`config.mk`:
```
export PLATFORM = sky130hd
export DESIGN_NAME = sparse_triplet_transpose_flat
export DESIGN_NICKNAME = d
export VERILOG_FILES = /design/src/hdl/stt_pkg.sv /design/src/hdl/stt_if.sv /design/src/hdl/stt_cell.sv /design/src/hdl/stt_cfg.sv /design/src/hdl/sparse_triplet_transpose.sv /design/src/flat_wrapper.sv
export SDC_FILE = /design/constraint.sdc
export NUM_CORES = 2
export LEC_CHECK = 0
export BUFFER_PORTS_ARGS = -buffer_cell sky130_fd_sc_hd__buf_4
export CAP_MARGIN = 5
export CORE_UTILIZATION = 30
export DETAILED_ROUTE_END_ITERATION = 10
export SYNTH_ARGS = -nofsm -noshare
export SYNTH_HDL_FRONTEND = slang
export SYNTH_SLANG_ARGS = --single-unit
```
`constraint.sdc`:
```
create_clock -name i_clk -period 14.4 [get_ports i_clk]
set_input_delay 2.88 -clock i_clk [delete_from_list [all_inputs] [get_ports i_clk]]
set_output_delay 2.88 -clock i_clk [all_outputs]
set_load 0.05 [all_outputs]
```
`src/hdl/stt_pkg.sv`:
```
// Shared types and constants of the sparse triplet transpose block.
// No dependencies; every other file of the block imports this package.
package stt_pkg;

    // Default sizes of the term chain and of the column range
    localparam int MAX_TERMS_DEF = 32;
    localparam int MAX_DIM_DEF   = 32;

    // Field widths
    localparam int IDX_W = 5;
    localparam int DIM_W = 6;
    localparam int VAL_W = 32;

    // Reset value of both dimension registers
    localparam logic [DIM_W-1:0] DIM_RESET = 6'd32;

    // Configuration register indexes (APB word address bit 2)
    localparam logic REG_SOURCE_ROWS = 1'b0;
    localparam logic REG_SOURCE_COLS = 1'b1;

    // One stored source term
    typedef struct packed {
        logic [IDX_W-1:0] row;
        logic [IDX_W-1:0] col;
        logic [VAL_W-1:0] value;
    } t_term;

    // Commands broadcast to every cell of the chain
    typedef struct packed {
        logic ins;  // insert the broadcast term in column order
        logic shl;  // move every term one cell towards the head
    } t_cell_ctl;

    // Sequencer states
    typedef enum logic [1:0] {
        ST_LOAD,
        ST_HEADER,
        ST_TERMS
    } t_state;

endpackage

```
`src/hdl/stt_if.sv`:
```
// Handshake channels of the sparse triplet transpose block: input terms, results.
// Depends on stt_pkg for field widths.
interface stt_term_if;
    import stt_pkg::*;
    logic                    valid;
    logic                    ready;
    logic [IDX_W-1:0]        term_row;
    logic [IDX_W-1:0]        term_col;
    logic signed [VAL_W-1:0] term_value;
    logic                    term_present;
    logic                    is_final;

    modport source (output valid, term_row, term_col, term_value, term_present, is_final,
                    input ready);
    modport sink   (input valid, term_row, term_col, term_value, term_present, is_final,
                    output ready);
endinterface

interface stt_result_if;
    import stt_pkg::*;
    logic                    valid;
    logic                    ready;
    logic [DIM_W-1:0]        out_row;
    logic [DIM_W-1:0]        out_col;
    logic signed [VAL_W-1:0] out_value;
    logic                    is_header;
    logic                    is_last_result;
    logic                    error_flag;

    modport source (output valid, out_row, out_col, out_value, is_header, is_last_result,
                    error_flag, input ready);
    modport sink   (input valid, out_row, out_col, out_value, is_header, is_last_result,
                    error_flag, output ready);
endinterface

```
`src/hdl/stt_cell.sv`:
```
// One cell of the term chain: holds one term, kept in column order with its neighbours.
// Depends on stt_pkg for t_term and t_cell_ctl.
module stt_cell (
    input  logic              i_clk,
    input  logic              i_rst_n,
    input  stt_pkg::t_cell_ctl i_ctl,
    input  stt_pkg::t_term    i_new,
    input  stt_pkg::t_term    i_prev_term,
    input  logic              i_prev_valid,
    input  logic              i_prev_keep,
    input  stt_pkg::t_term    i_next_term,
    input  logic              i_next_valid,
    output stt_pkg::t_term    o_term,
    output logic              o_valid,
    output logic              o_keep
);
    import stt_pkg::*;

    t_term r_term, n_term;
    logic  r_valid, n_valid;

    // A term keeps its place when its column is not above the new one (stable order)
    assign o_keep  = r_valid && (r_term.col <= i_new.col);
    assign o_term  = r_term;
    assign o_valid = r_valid;

    // Choose between hold, take the new term, take the left neighbour, take the right one
    always_comb begin
        n_term  = r_term;
        n_valid = r_valid;
        priority if (i_ctl.ins) begin
            if (!o_keep) begin
                if (i_prev_keep) begin
                    n_term  = i_new;
                    n_valid = 1'b1;
                end else begin
                    n_term  = i_prev_term;
                    n_valid = i_prev_valid;
                end
            end
        end else if (i_ctl.shl) begin
            n_term  = i_next_term;
            n_valid = i_next_valid;
        end else begin
            n_term  = r_term;
            n_valid = r_valid;
        end
    end

    always_ff @(posedge i_clk) begin
        if (!i_rst_n) begin
            r_valid <= 1'b0;
        end else begin
            r_valid <= n_valid;
        end
    end

    always_ff @(posedge i_clk) begin
        r_term <= n_term;
    end

endmodule

```
`src/hdl/stt_cfg.sv`:
```
// APB register file of the sparse triplet transpose block: source rows and columns.
// Depends on stt_pkg for widths, reset values and register indexes.
module stt_cfg (
    input  logic                      i_clk,
    input  logic                      i_rst_n,
    input  logic                      psel,
    input  logic                      penable,
    input  logic                      pwrite,
    input  logic [2:0]                paddr,
    input  logic [31:0]               pwdata,
    output logic [31:0]               prdata,
    output logic                      pready,
    output logic [stt_pkg::DIM_W-1:0] o_source_rows,
    output logic [stt_pkg::DIM_W-1:0] o_source_cols
);
    import stt_pkg::*;

    logic [DIM_W-1:0] r_rows, r_cols;
    logic             w_wr;

    assign pready = 1'b1;
    assign w_wr   = psel && penable && pwrite;

    // Write on the access cycle
    always_ff @(posedge i_clk) begin
        if (!i_rst_n) begin
            r_rows <= DIM_RESET;
            r_cols <= DIM_RESET;
        end else if (w_wr) begin
            if (paddr[2] == REG_SOURCE_ROWS) begin
                r_rows <= pwdata[DIM_W-1:0];
            end else begin
                r_cols <= pwdata[DIM_W-1:0];
            end
        end
    end

    // Read back
    assign prdata = (paddr[2] == REG_SOURCE_COLS) ? {{(32-DIM_W){1'b0}}, r_cols}
                                                  : {{(32-DIM_W){1'b0}}, r_rows};

    assign o_source_rows = r_rows;
    assign o_source_cols = r_cols;

endmodule

```
`src/hdl/sparse_triplet_transpose.sv`:
```
// Sparse matrix transpose over (row, column, value) triplets.
// Channels: i_term takes one item per transfer (valid/ready); an item with
// term_present set carries one source term. o_result gives the results.
// Terms load at one per cycle into a chain of cells that keeps them sorted by
// column, equal columns in arrival order. The transfer of the item with
// is_final set ends the matrix: i_term.ready drops, and from the next cycle
// o_result shows a header (source_cols, source_rows, term count), then one
// result per stored term with row and column swapped, one per cycle while the
// receiver takes them. The chain moves one cell on each stored term and on
// each result taken. A term outside the configured dimensions, with a column
// at or above MAX_DIM, or beyond MAX_TERMS, is dropped and sets error_flag on
// every result of that matrix. A stalled receiver holds the current result
// and the chain. After the last result the block takes terms again with an
// empty chain. Reset empties the chain and sets both dimension registers to
// 32; no clearing pass is needed.
// Depends on stt_pkg, stt_if, stt_cell and stt_cfg.
module sparse_triplet_transpose #(
    parameter int MAX_TERMS = stt_pkg::MAX_TERMS_DEF,
    parameter int MAX_DIM   = stt_pkg::MAX_DIM_DEF
) (
    input  logic          i_clk,
    input  logic          i_rst_n,
    stt_term_if.sink      i_term,
    stt_result_if.source  o_result,
    input  logic          psel,
    input  logic          penable,
    input  logic          pwrite,
    input  logic [2:0]    paddr,
    input  logic [31:0]   pwdata,
    output logic [31:0]   prdata,
    output logic          pready
);
    import stt_pkg::*;

    localparam int CNT_W = $clog2(MAX_TERMS + 1);
    localparam logic [CNT_W-1:0] CNT_FULL = CNT_W'(MAX_TERMS);
    localparam logic [CNT_W-1:0] CNT_ONE  = CNT_W'(1);

    t_state           r_state, n_state;
    logic [CNT_W-1:0] r_count, n_count;
    logic             r_dropped, n_dropped;

    logic [DIM_W-1:0] w_rows, w_cols;
    logic             w_in_xfer, w_out_xfer;
    logic             w_bad, w_full, w_store, w_drop;
    logic             w_in_ready, w_out_valid, w_last;
    t_cell_ctl        w_ctl;
    t_term            w_new;

    t_term            w_term  [MAX_TERMS];
    logic             w_valid [MAX_TERMS];
    logic             w_keep  [MAX_TERMS];
    logic [MAX_TERMS-1:0] w_valid_vec;

    // Configuration registers
    stt_cfg u_cfg (
        .i_clk         (i_clk),
        .i_rst_n       (i_rst_n),
        .psel          (psel),
        .penable       (penable),
        .pwrite        (pwrite),
        .paddr         (paddr),
        .pwdata        (pwdata),
        .prdata        (prdata),
        .pready        (pready),
        .o_source_rows (w_rows),
        .o_source_cols (w_cols)
    );

    assign w_in_xfer  = i_term.valid && i_term.ready;
    assign w_out_xfer = o_result.valid && o_result.ready;

    // Check the incoming term against the dimensions and the free space
    assign w_bad   = ({1'b0, i_term.term_row} >= w_rows) ||
                     ({1'b0, i_term.term_col} >= w_cols) ||
                     (32'(i_term.term_col) >= 32'(MAX_DIM));
    assign w_full  = (r_count == CNT_FULL);
    assign w_store = w_in_xfer && i_term.term_present && !w_bad && !w_full;
    assign w_drop  = w_in_xfer && i_term.term_present && (w_bad || w_full);

    assign w_new.row   = i_term.term_row;
    assign w_new.col   = i_term.term_col;
    assign w_new.value = i_term.term_value;

    // Chain of cells, head at index zero
    for (genvar g = 0; g < MAX_TERMS; g++) begin : g_cell
        t_term w_prev_term, w_next_term;
        logic  w_prev_valid, w_prev_keep, w_next_valid;

        if (g == 0) begin : g_head
            assign w_prev_term  = w_new;
            assign w_prev_valid = 1'b0;
            assign w_prev_keep  = 1'b1;
        end else begin : g_body
            assign w_prev_term  = w_term[g-1];
            assign w_prev_valid = w_valid[g-1];
            assign w_prev_keep  = w_keep[g-1];
        end

        if (g == MAX_TERMS - 1) begin : g_tail
            assign w_next_term  = '0;
            assign w_next_valid = 1'b0;
        end else begin : g_inner
            assign w_next_term  = w_term[g+1];
            assign w_next_valid = w_valid[g+1];
        end

        stt_cell u_cell (
            .i_clk        (i_clk),
            .i_rst_n      (i_rst_n),
            .i_ctl        (w_ctl),
            .i_new        (w_new),
            .i_prev_term  (w_prev_term),
            .i_prev_valid (w_prev_valid),
            .i_prev_keep  (w_prev_keep),
            .i_next_term  (w_next_term),
            .i_next_valid (w_next_valid),
            .o_term       (w_term[g]),
            .o_valid      (w_valid[g]),
            .o_keep       (w_keep[g])
        );

        assign w_valid_vec[g] = w_valid[g];
    end

    // Next state
    always_comb begin
        n_state = r_state;
        unique case (r_state)
            ST_LOAD: begin
                if (w_in_xfer && i_term.is_final) n_state = ST_HEADER;
            end
            ST_HEADER: begin
                if (w_out_xfer) n_state = (r_count == '0) ? ST_LOAD : ST_TERMS;
            end
            ST_TERMS: begin
                if (w_out_xfer && r_count == CNT_ONE) n_state = ST_LOAD;
            end
            default: n_state = ST_LOAD;
        endcase
    end

    // State outputs
    always_comb begin
        w_in_ready  = 1'b0;
        w_out_valid = 1'b0;
        w_last      = 1'b0;
        w_ctl       = '0;
        unique case (r_state)
            ST_LOAD: begin
                w_in_ready = 1'b1;
                w_ctl.ins  = w_store;
            end
            ST_HEADER: begin
                w_out_valid = 1'b1;
                w_last      = (r_count == '0);
            end
            ST_TERMS: begin
                w_out_valid = 1'b1;
                w_last      = (r_count == CNT_ONE);
                w_ctl.shl   = w_out_xfer;
            end
            default: begin
                w_in_ready = 1'b0;
            end
        endcase
    end

    // Term count and error mark
    always_comb begin
        n_count   = r_count;
        n_dropped = r_dropped;
        if (w_store) n_count = r_count + CNT_ONE;
        if (w_ctl.shl) n_count = r_count - CNT_ONE;
        if (w_drop) n_dropped = 1'b1;
        if (w_out_xfer && w_last) n_dropped = 1'b0;
    end

    always_ff @(posedge i_clk) begin
        if (!i_rst_n) begin
            r_state   <= ST_LOAD;
            r_count   <= '0;
            r_dropped <= 1'b0;
        end else begin
            r_state   <= n_state;
            r_count   <= n_count;
            r_dropped <= n_dropped;
        end
    end

    // Drive the channels: header from the registers, terms from the head cell
    assign i_term.ready            = w_in_ready;
    assign o_result.valid          = w_out_valid;
    assign o_result.is_header      = (r_state == ST_HEADER);
    assign o_result.is_last_result = w_last;
    assign o_result.error_flag     = r_dropped;
    assign o_result.out_row   = (r_state == ST_HEADER) ? w_cols
                                                       : {1'b0, w_term[0].col};
    assign o_result.out_col   = (r_state == ST_HEADER) ? w_rows
                                                       : {1'b0, w_term[0].row};
    assign o_result.out_value = (r_state == ST_HEADER) ? VAL_W'(r_count)
                                                       : w_term[0].value;

    // The chain holds exactly as many terms as the count says
    a_count_match: assert property (@(posedge i_clk) disable iff (!i_rst_n)
        $countones(w_valid_vec) == 32'(r_count))
        else $error("chain occupancy differs from term count");

    a_count_limit: assert property (@(posedge i_clk) disable iff (!i_rst_n)
        r_count <= CNT_FULL)
        else $error("term count beyond chain length");

    a_one_side: assert property (@(posedge i_clk) disable iff (!i_rst_n)
        !(i_term.ready && o_result.valid))
        else $error("loading and emitting at once");

    a_run_clear: assert property (@(posedge i_clk) disable iff (!i_rst_n)
        (w_out_xfer && w_last) |=> (r_count == '0) && !r_dropped && (r_state == ST_LOAD))
        else $error("run state not cleared after last result");

    a_final_emit: assert property (@(posedge i_clk) disable iff (!i_rst_n)
        (w_in_xfer && i_term.is_final) |=> (r_state == ST_HEADER))
        else $error("final item did not start the header");

endmodule
```
`src/flat_wrapper.sv`:
```
// flat-port wrapper written by rule: the top's interface ports become plain ports
module sparse_triplet_transpose_flat import stt_pkg::*;
#(
    parameter int MAX_TERMS = stt_pkg::MAX_TERMS_DEF,
    parameter int MAX_DIM   = stt_pkg::MAX_DIM_DEF
)
  (i_clk, i_rst_n, psel, penable, pwrite, paddr, pwdata, prdata, pready, i_term_valid, i_term_term_row, i_term_term_col, i_term_term_value, i_term_term_present, i_term_is_final, i_term_ready, o_result_valid, o_result_out_row, o_result_out_col, o_result_out_value, o_result_is_header, o_result_is_last_result, o_result_error_flag, o_result_ready);
  stt_term_if i_term_i ();
  stt_result_if o_result_i ();
  input  logic i_clk;
  input  logic i_rst_n;
  input  logic psel;
  input  logic penable;
  input  logic pwrite;
  input  logic [2:0] paddr;
  input  logic [31:0] pwdata;
  output logic [31:0] prdata;
  output logic pready;
  input wire logic [$bits(i_term_i.valid)-1:0] i_term_valid;
  input wire logic [$bits(i_term_i.term_row)-1:0] i_term_term_row;
  input wire logic [$bits(i_term_i.term_col)-1:0] i_term_term_col;
  input wire logic [$bits(i_term_i.term_value)-1:0] i_term_term_value;
  input wire logic [$bits(i_term_i.term_present)-1:0] i_term_term_present;
  input wire logic [$bits(i_term_i.is_final)-1:0] i_term_is_final;
  output wire logic [$bits(i_term_i.ready)-1:0] i_term_ready;
  output wire logic [$bits(o_result_i.valid)-1:0] o_result_valid;
  output wire logic [$bits(o_result_i.out_row)-1:0] o_result_out_row;
  output wire logic [$bits(o_result_i.out_col)-1:0] o_result_out_col;
  output wire logic [$bits(o_result_i.out_value)-1:0] o_result_out_value;
  output wire logic [$bits(o_result_i.is_header)-1:0] o_result_is_header;
  output wire logic [$bits(o_result_i.is_last_result)-1:0] o_result_is_last_result;
  output wire logic [$bits(o_result_i.error_flag)-1:0] o_result_error_flag;
  input wire logic [$bits(o_result_i.ready)-1:0] o_result_ready;
  assign i_term_i.valid = i_term_valid;
  assign i_term_i.term_row = i_term_term_row;
  assign i_term_i.term_col = i_term_term_col;
  assign i_term_i.term_value = i_term_term_value;
  assign i_term_i.term_present = i_term_term_present;
  assign i_term_i.is_final = i_term_is_final;
  assign i_term_ready = i_term_i.ready;
  assign o_result_valid = o_result_i.valid;
  assign o_result_out_row = o_result_i.out_row;
  assign o_result_out_col = o_result_i.out_col;
  assign o_result_out_value = o_result_i.out_value;
  assign o_result_is_header = o_result_i.is_header;
  assign o_result_is_last_result = o_result_i.is_last_result;
  assign o_result_error_flag = o_result_i.error_flag;
  assign o_result_i.ready = o_result_ready;
  sparse_triplet_transpose #(.MAX_TERMS(MAX_TERMS), .MAX_DIM(MAX_DIM)) u_core (.i_clk(i_clk), .i_rst_n(i_rst_n), .i_term(i_term_i), .o_result(o_result_i), .psel(psel), .penable(penable), .pwrite(pwrite), .paddr(paddr), .pwdata(pwdata), .prdata(prdata), .pready(pready));
endmodule
```
==> results.md <==
- The clock latency on the worst-skew pair is 840 ps.
- The synthesized netlist occupies a cell area of 80900 um2.
- Across the VDD grid, the largest voltage drop is 0.000142 V.
- The share of async-settable or async-resettable flops after synthesis is 0%.
- The number of nets still failing antenna checks after routing is 0.
- The TritonCTS buffer count is 159.
- The number of placed instances, taps included is 11363.
- The cell repeated most along the worst path is sky130_fd_sc_hd__buf_4.
- The headroom to the max-slew limit is 16.0%.
- Summed over all layers, the global routing overflow is 0.
- At the worst endpoint, the arrival time is 8570 ps.
- The area of the core region is 268000 um2.
- In this run the register-to-register setup slack is 8860 ps.
- The standby leakage power is 26.5 nW.
- The count of port buffers added during placement is 112.
- The sort of element at the start of the critical path is an input port.
- The smallest clock period supported by the final layout is computed as 7890 ps.
- STA classifies the critical path endpoint as a register.
- The worst-case reg-to-reg path depth is 9.
- The die footprint is 272000 um2.
- The via density per instance is 6.39.
- The number of DRC violations after detailed routing is 0.
- The worst register-to-register path ends at u_core.g_cell[22].u_cell.o_term[28]$_DFFE_PP_.
- Combinational cells account for 24.4% of the total power.
- The synthesized design devotes to its leading area cell type 49.9% of total area.
- The share of total power dissipated in the clock network is 31.5%.
- The area added between synthesis and finish is 9.13%.
- Setup repair after global routing left no endpoint under its margin.
- In this run the horizontal extent of the chip is 521 um.
- The destination of the worst hold path is u_core.r_state[1]$_SDFFE_PN0P_.
- Dividing total power by cell area gives a power density of 141 nW/um2.
- Gates resized during post-CTS repair numbered 0.
- The number of antenna violations at the first check in global routing is 10.
- In the post-synthesis netlist, the biggest area contributors are sky130_fd_sc_hd__edfxtp_1 50%, sky130_fd_sc_hd__a31oi_1 9.9%, sky130_fd_sc_hd__o21ai_0 8.4%.
- The initial standard-cell utilization of the core is 30.2%.
- In this run switching power makes up 35.2% of total power.
- Clock-pin slew was measured on the worst setup and hold paths at 60 ps.
- The top cell types in the final layout, fill and taps aside, are 1353 x sky130_fd_sc_hd__o21ai_0, 1344 x sky130_fd_sc_hd__edfxtp_1, 1335 x sky130_fd_sc_hd__a21oi_1.
- The count of flip-flops with a built-in enable after synthesis is 1344.
- The number of cells on the worst hold path is 2.
- The total half-perimeter wirelength after legalization and detailed placement is 190 mm.
- After synthesis, the mean cell area works out to 9.37 um2.
- The number of warning messages in the yosys log is 0.
- The type of the worst min-delay path is register to register.
- The most used flip-flop cell after synthesis is sky130_fd_sc_hd__edfxtp_1.
- The clock tree root buffer cell is sky130_fd_sc_hd__clkbuf_16.
- The count of standard-cell rows is 190.
- The internal power contribution is 8.05 mW.
- The total setup violations reported at the end of the flow is 0.
- Pin placement for this block handled 168 I/O pins.
- The number of setup buffers added after CTS is 0.
- The mean routed wirelength per cell is 26.5 um.
- The TritonCTS clock tree is built.
- The vertical die dimension is 521 um.
- The placer's final routability congestion estimate is 0.893.
- The number of library cell types mapped by synthesis is 59.
- In this run the worst path has a maximum fanout of 88.
- The maximum clock path buffer count is 3.
- The largest net degree at the start of global routing is 219.
- The final layout contains routed wiring with a total length of 309 mm.
- On the final layout, the worst clock skew is 29.8 ps.
- The first routing iteration left 11305 violations.
- The number of nets in the layout is 8235.
- The pre-antenna-repair detailed-routing pass consisted of 9 iterations.
- In this run, flip-flops and latches consume 44.1% of the power.
- The startpoint of the most critical hold path is u_core.r_state[1]$_SDFFE_PN0P_.
- The worst reg2reg path startpoint is u_core.r_count[0]$_SDFFE_PN0P_.
- The final-layout fill cell count is 27331.
- Of the cells placed in the final design, the portion with a size suffix greater than 1 is 8.36%.
- The number of failing hold endpoints at the final stage is 0.
- Summed over all failing endpoints, the final setup total negative slack is 0 ps.
- The number of standard cells in the layout, taps in and fillers out is 11658.
- For the pin with the worst max-slew slack, the measured transition is 1260 ps.
- Of the synthesized area, sequential elements account for 51.2%.
- The power spent charging and discharging nets is 4.38 mW.
- The worst-path cell with the longest stage delay is sky130_fd_sc_hd__buf_4.
- The via count of the first global-routing pass is 69123.
- The maximum clock frequency is 127 MHz.
- The delay of the slowest critical-path stage is 890 ps.
- The flow ran to the end, and the final reports show no timing, DRC or antenna violations.
- The register bit count reported by yosys is 1397.
- The total routing resource utilization after global routing is 21.5%.
- The critical path class is input port to register.
- The number of max-capacitance violations reported is 0.
- The data required time at the worst endpoint is 15080 ps.
- The final critical path takes up 54.8% of the cycle.
- sky130_fd_sc_hd__edfxtp_1 takes more of the synthesized area than any other cell.
- Traced cell by cell, the critical path runs through buf_4, inv_1, ha_1, nor3b_1, o21ai_1, a21oi_4, buf_4, buf_4, buf_4, buf_4, a21oi_1, a31oi_1.
- The global-route wire length before repair is 456 mm.
- The number of sinks handled by clock tree synthesis is 1397.
- The gate count of the mapped netlist is 8639.
- The most frequent standard cell in the layout excluding fill and tap cells is sky130_fd_sc_hd__o21ai_0.
- The detailed-route via count is 74526.
- The maximum level of the CTS H-tree is 4.
- The number of max-slew violations in the final report is 0.
- After clock tree synthesis, the flow added hold-fix buffers numbering 0.
-- worst max-delay path by stage --
stage	cells after the start	startpoint	endpoint	slack [ps]
6_report	12	i_term_term_col[0]	u_core.g_cell[26].u_cell.o_term[16]$_DFFE_PP_	6510
5_1_grt	12	i_term_term_col[0]	u_core.g_cell[26].u_cell.o_term[16]$_DFFE_PP_	6340
4_1_cts	12	i_term_term_col[0]	u_core.g_cell[26].u_cell.o_term[16]$_DFFE_PP_	6830
3_5_place_dp	12	i_term_term_col[0]	u_core.g_cell[26].u_cell.o_term[16]$_DFFE_PP_	5930
3_3_place_gp	12	i_term_term_col[0]	u_core.g_cell[26].u_cell.o_term[16]$_DFFE_PP_	5890
2_1_floorplan	12	i_term_term_col[0]	u_core.g_cell[12].u_cell.o_term[0]$_DFFE_PP_	6920
-- worst max-delay path, delay by kind of cell --
kind,cells,cell delay [ps]
buffers and inverters,6,3890
adder cells (fa/ha/maj),1,320
AND/OR/NAND/NOR,1,180
AO/OA/AOI/OAI,4,950
-- cell families after synthesis --
kind of cell	synth area share [%]
mux	1.06
other cells	0.00928
fa+ha+maj	2.74
xor+xnor	0.0108
buf+inv	6.54
simple gates	9.74
compound gates	28.7
flops	51.2
-- Yosys cell counts, types with 4 or more instances --
| cell type | count |
|---|---|
| sky130_fd_sc_hd__nand3_1 | 1325 |
| sky130_fd_sc_hd__dfxtp_1 | 53 |
| sky130_fd_sc_hd__nand4_1 | 4 |
| sky130_fd_sc_hd__and4_1 | 14 |
| sky130_fd_sc_hd__o21ai_0 | 1353 |
| sky130_fd_sc_hd__a21o_1 | 46 |
| sky130_fd_sc_hd__buf_6 | 10 |
| sky130_fd_sc_hd__or2_2 | 17 |
| sky130_fd_sc_hd__o21a_1 | 29 |
| sky130_fd_sc_hd__a2111oi_0 | 14 |
| sky130_fd_sc_hd__a211oi_1 | 18 |
| sky130_fd_sc_hd__nor2b_1 | 53 |
| sky130_fd_sc_hd__mux2_2 | 53 |
| sky130_fd_sc_hd__nor2_1 | 39 |
| sky130_fd_sc_hd__nand2b_1 | 20 |
| sky130_fd_sc_hd__o221a_2 | 4 |
| sky130_fd_sc_hd__nand2_1 | 71 |
| sky130_fd_sc_hd__o21ai_1 | 28 |
| sky130_fd_sc_hd__mux2i_1 | 26 |
| sky130_fd_sc_hd__a21oi_1 | 1351 |
| sky130_fd_sc_hd__ha_1 | 177 |
| sky130_fd_sc_hd__nor3_1 | 4 |
| sky130_fd_sc_hd__edfxtp_1 | 1344 |
| sky130_fd_sc_hd__a31oi_1 | 1280 |
| sky130_fd_sc_hd__a21bo_2 | 13 |
| sky130_fd_sc_hd__a21boi_1 | 13 |
| sky130_fd_sc_hd__and3_1 | 5 |
| sky130_fd_sc_hd__o311a_1 | 14 |
| sky130_fd_sc_hd__buf_2 | 285 |
| sky130_fd_sc_hd__o211a_1 | 15 |
| sky130_fd_sc_hd__clkbuf_1 | 767 |
| sky130_fd_sc_hd__buf_4 | 72 |
| sky130_fd_sc_hd__inv_1 | 86 |
-- power groups by stage --
| stage | clock [mW] | combinational [mW] | sequential (mW) |
|---|---|---|---|
| 6_report | 3.92 | 3.04 | 5.48 |
| 5_1_grt | 4.08 | 3.25 | 5.49 |
| 4_1_cts | 3.94 | 2.95 | 5.44 |
| 3_5_place_dp | 0 | 2.95 | 5.52 |
| 3_3_place_gp | 0 | 2.88 | 5.52 |
| 2_1_floorplan | 0 | 2.07 | 5.33 |
-- area by class of cell --
type	instances	area [um2]	share of cell area [%]
Antenna cell	7	17.5	0.0198
Clock buffer	210	4310	4.88
Clock inverter	78	502	0.568
Inverter	87	327	0.370
Multi-Input combinational cell	6044	35100	39.7
Sequential cell	1397	41400	46.9
Tap cell	3552	4440	5.03
Timing Repair Buffer	283	2220	2.52
-- layer usage --
layer	track usage [%]	part of all wire, %	vias to the layer above
met1	29.8	41	36401
met3	5.50	12	633
met2	31.6	43	5265
li1	-	-	32227
met5	0	0	-
met4	8.84	4.0	0
-- sequential cells by signal, indices dropped and copies added, names as in the netlist --
signal and flops:
u_core.o_result.error_flag 1, u_core.g_cell.u_cell.o_term 1344, u_core.u_cfg.o_source_rows 6, u_core.g_cell.u_cell.o_valid 32, u_core.r_state 2, u_core.u_cfg.o_source_cols 6, u_core.r_count 6
-- per-stage QoR --
stage | hold WS (ps) | power, mW | cell area, um2 | util, % | setup slack (ps)
6_report | 485 | 12.4 | 88300 | 32.9 | 6510
3_5_place_dp | 478 | 8.47 | 83500 | 31.1 | 5930
4_1_cts | 488 | 12.3 | 88300 | 32.9 | 6830
3_3_place_gp | 464 | 8.40 | 83500 | 31.1 | 5890
5_1_grt | 511 | 12.8 | 88300 | 32.9 | 6340
2_1_floorplan | 449 | 7.40 | 81000 | - | 6920
(Power assumes the default switching activity.)
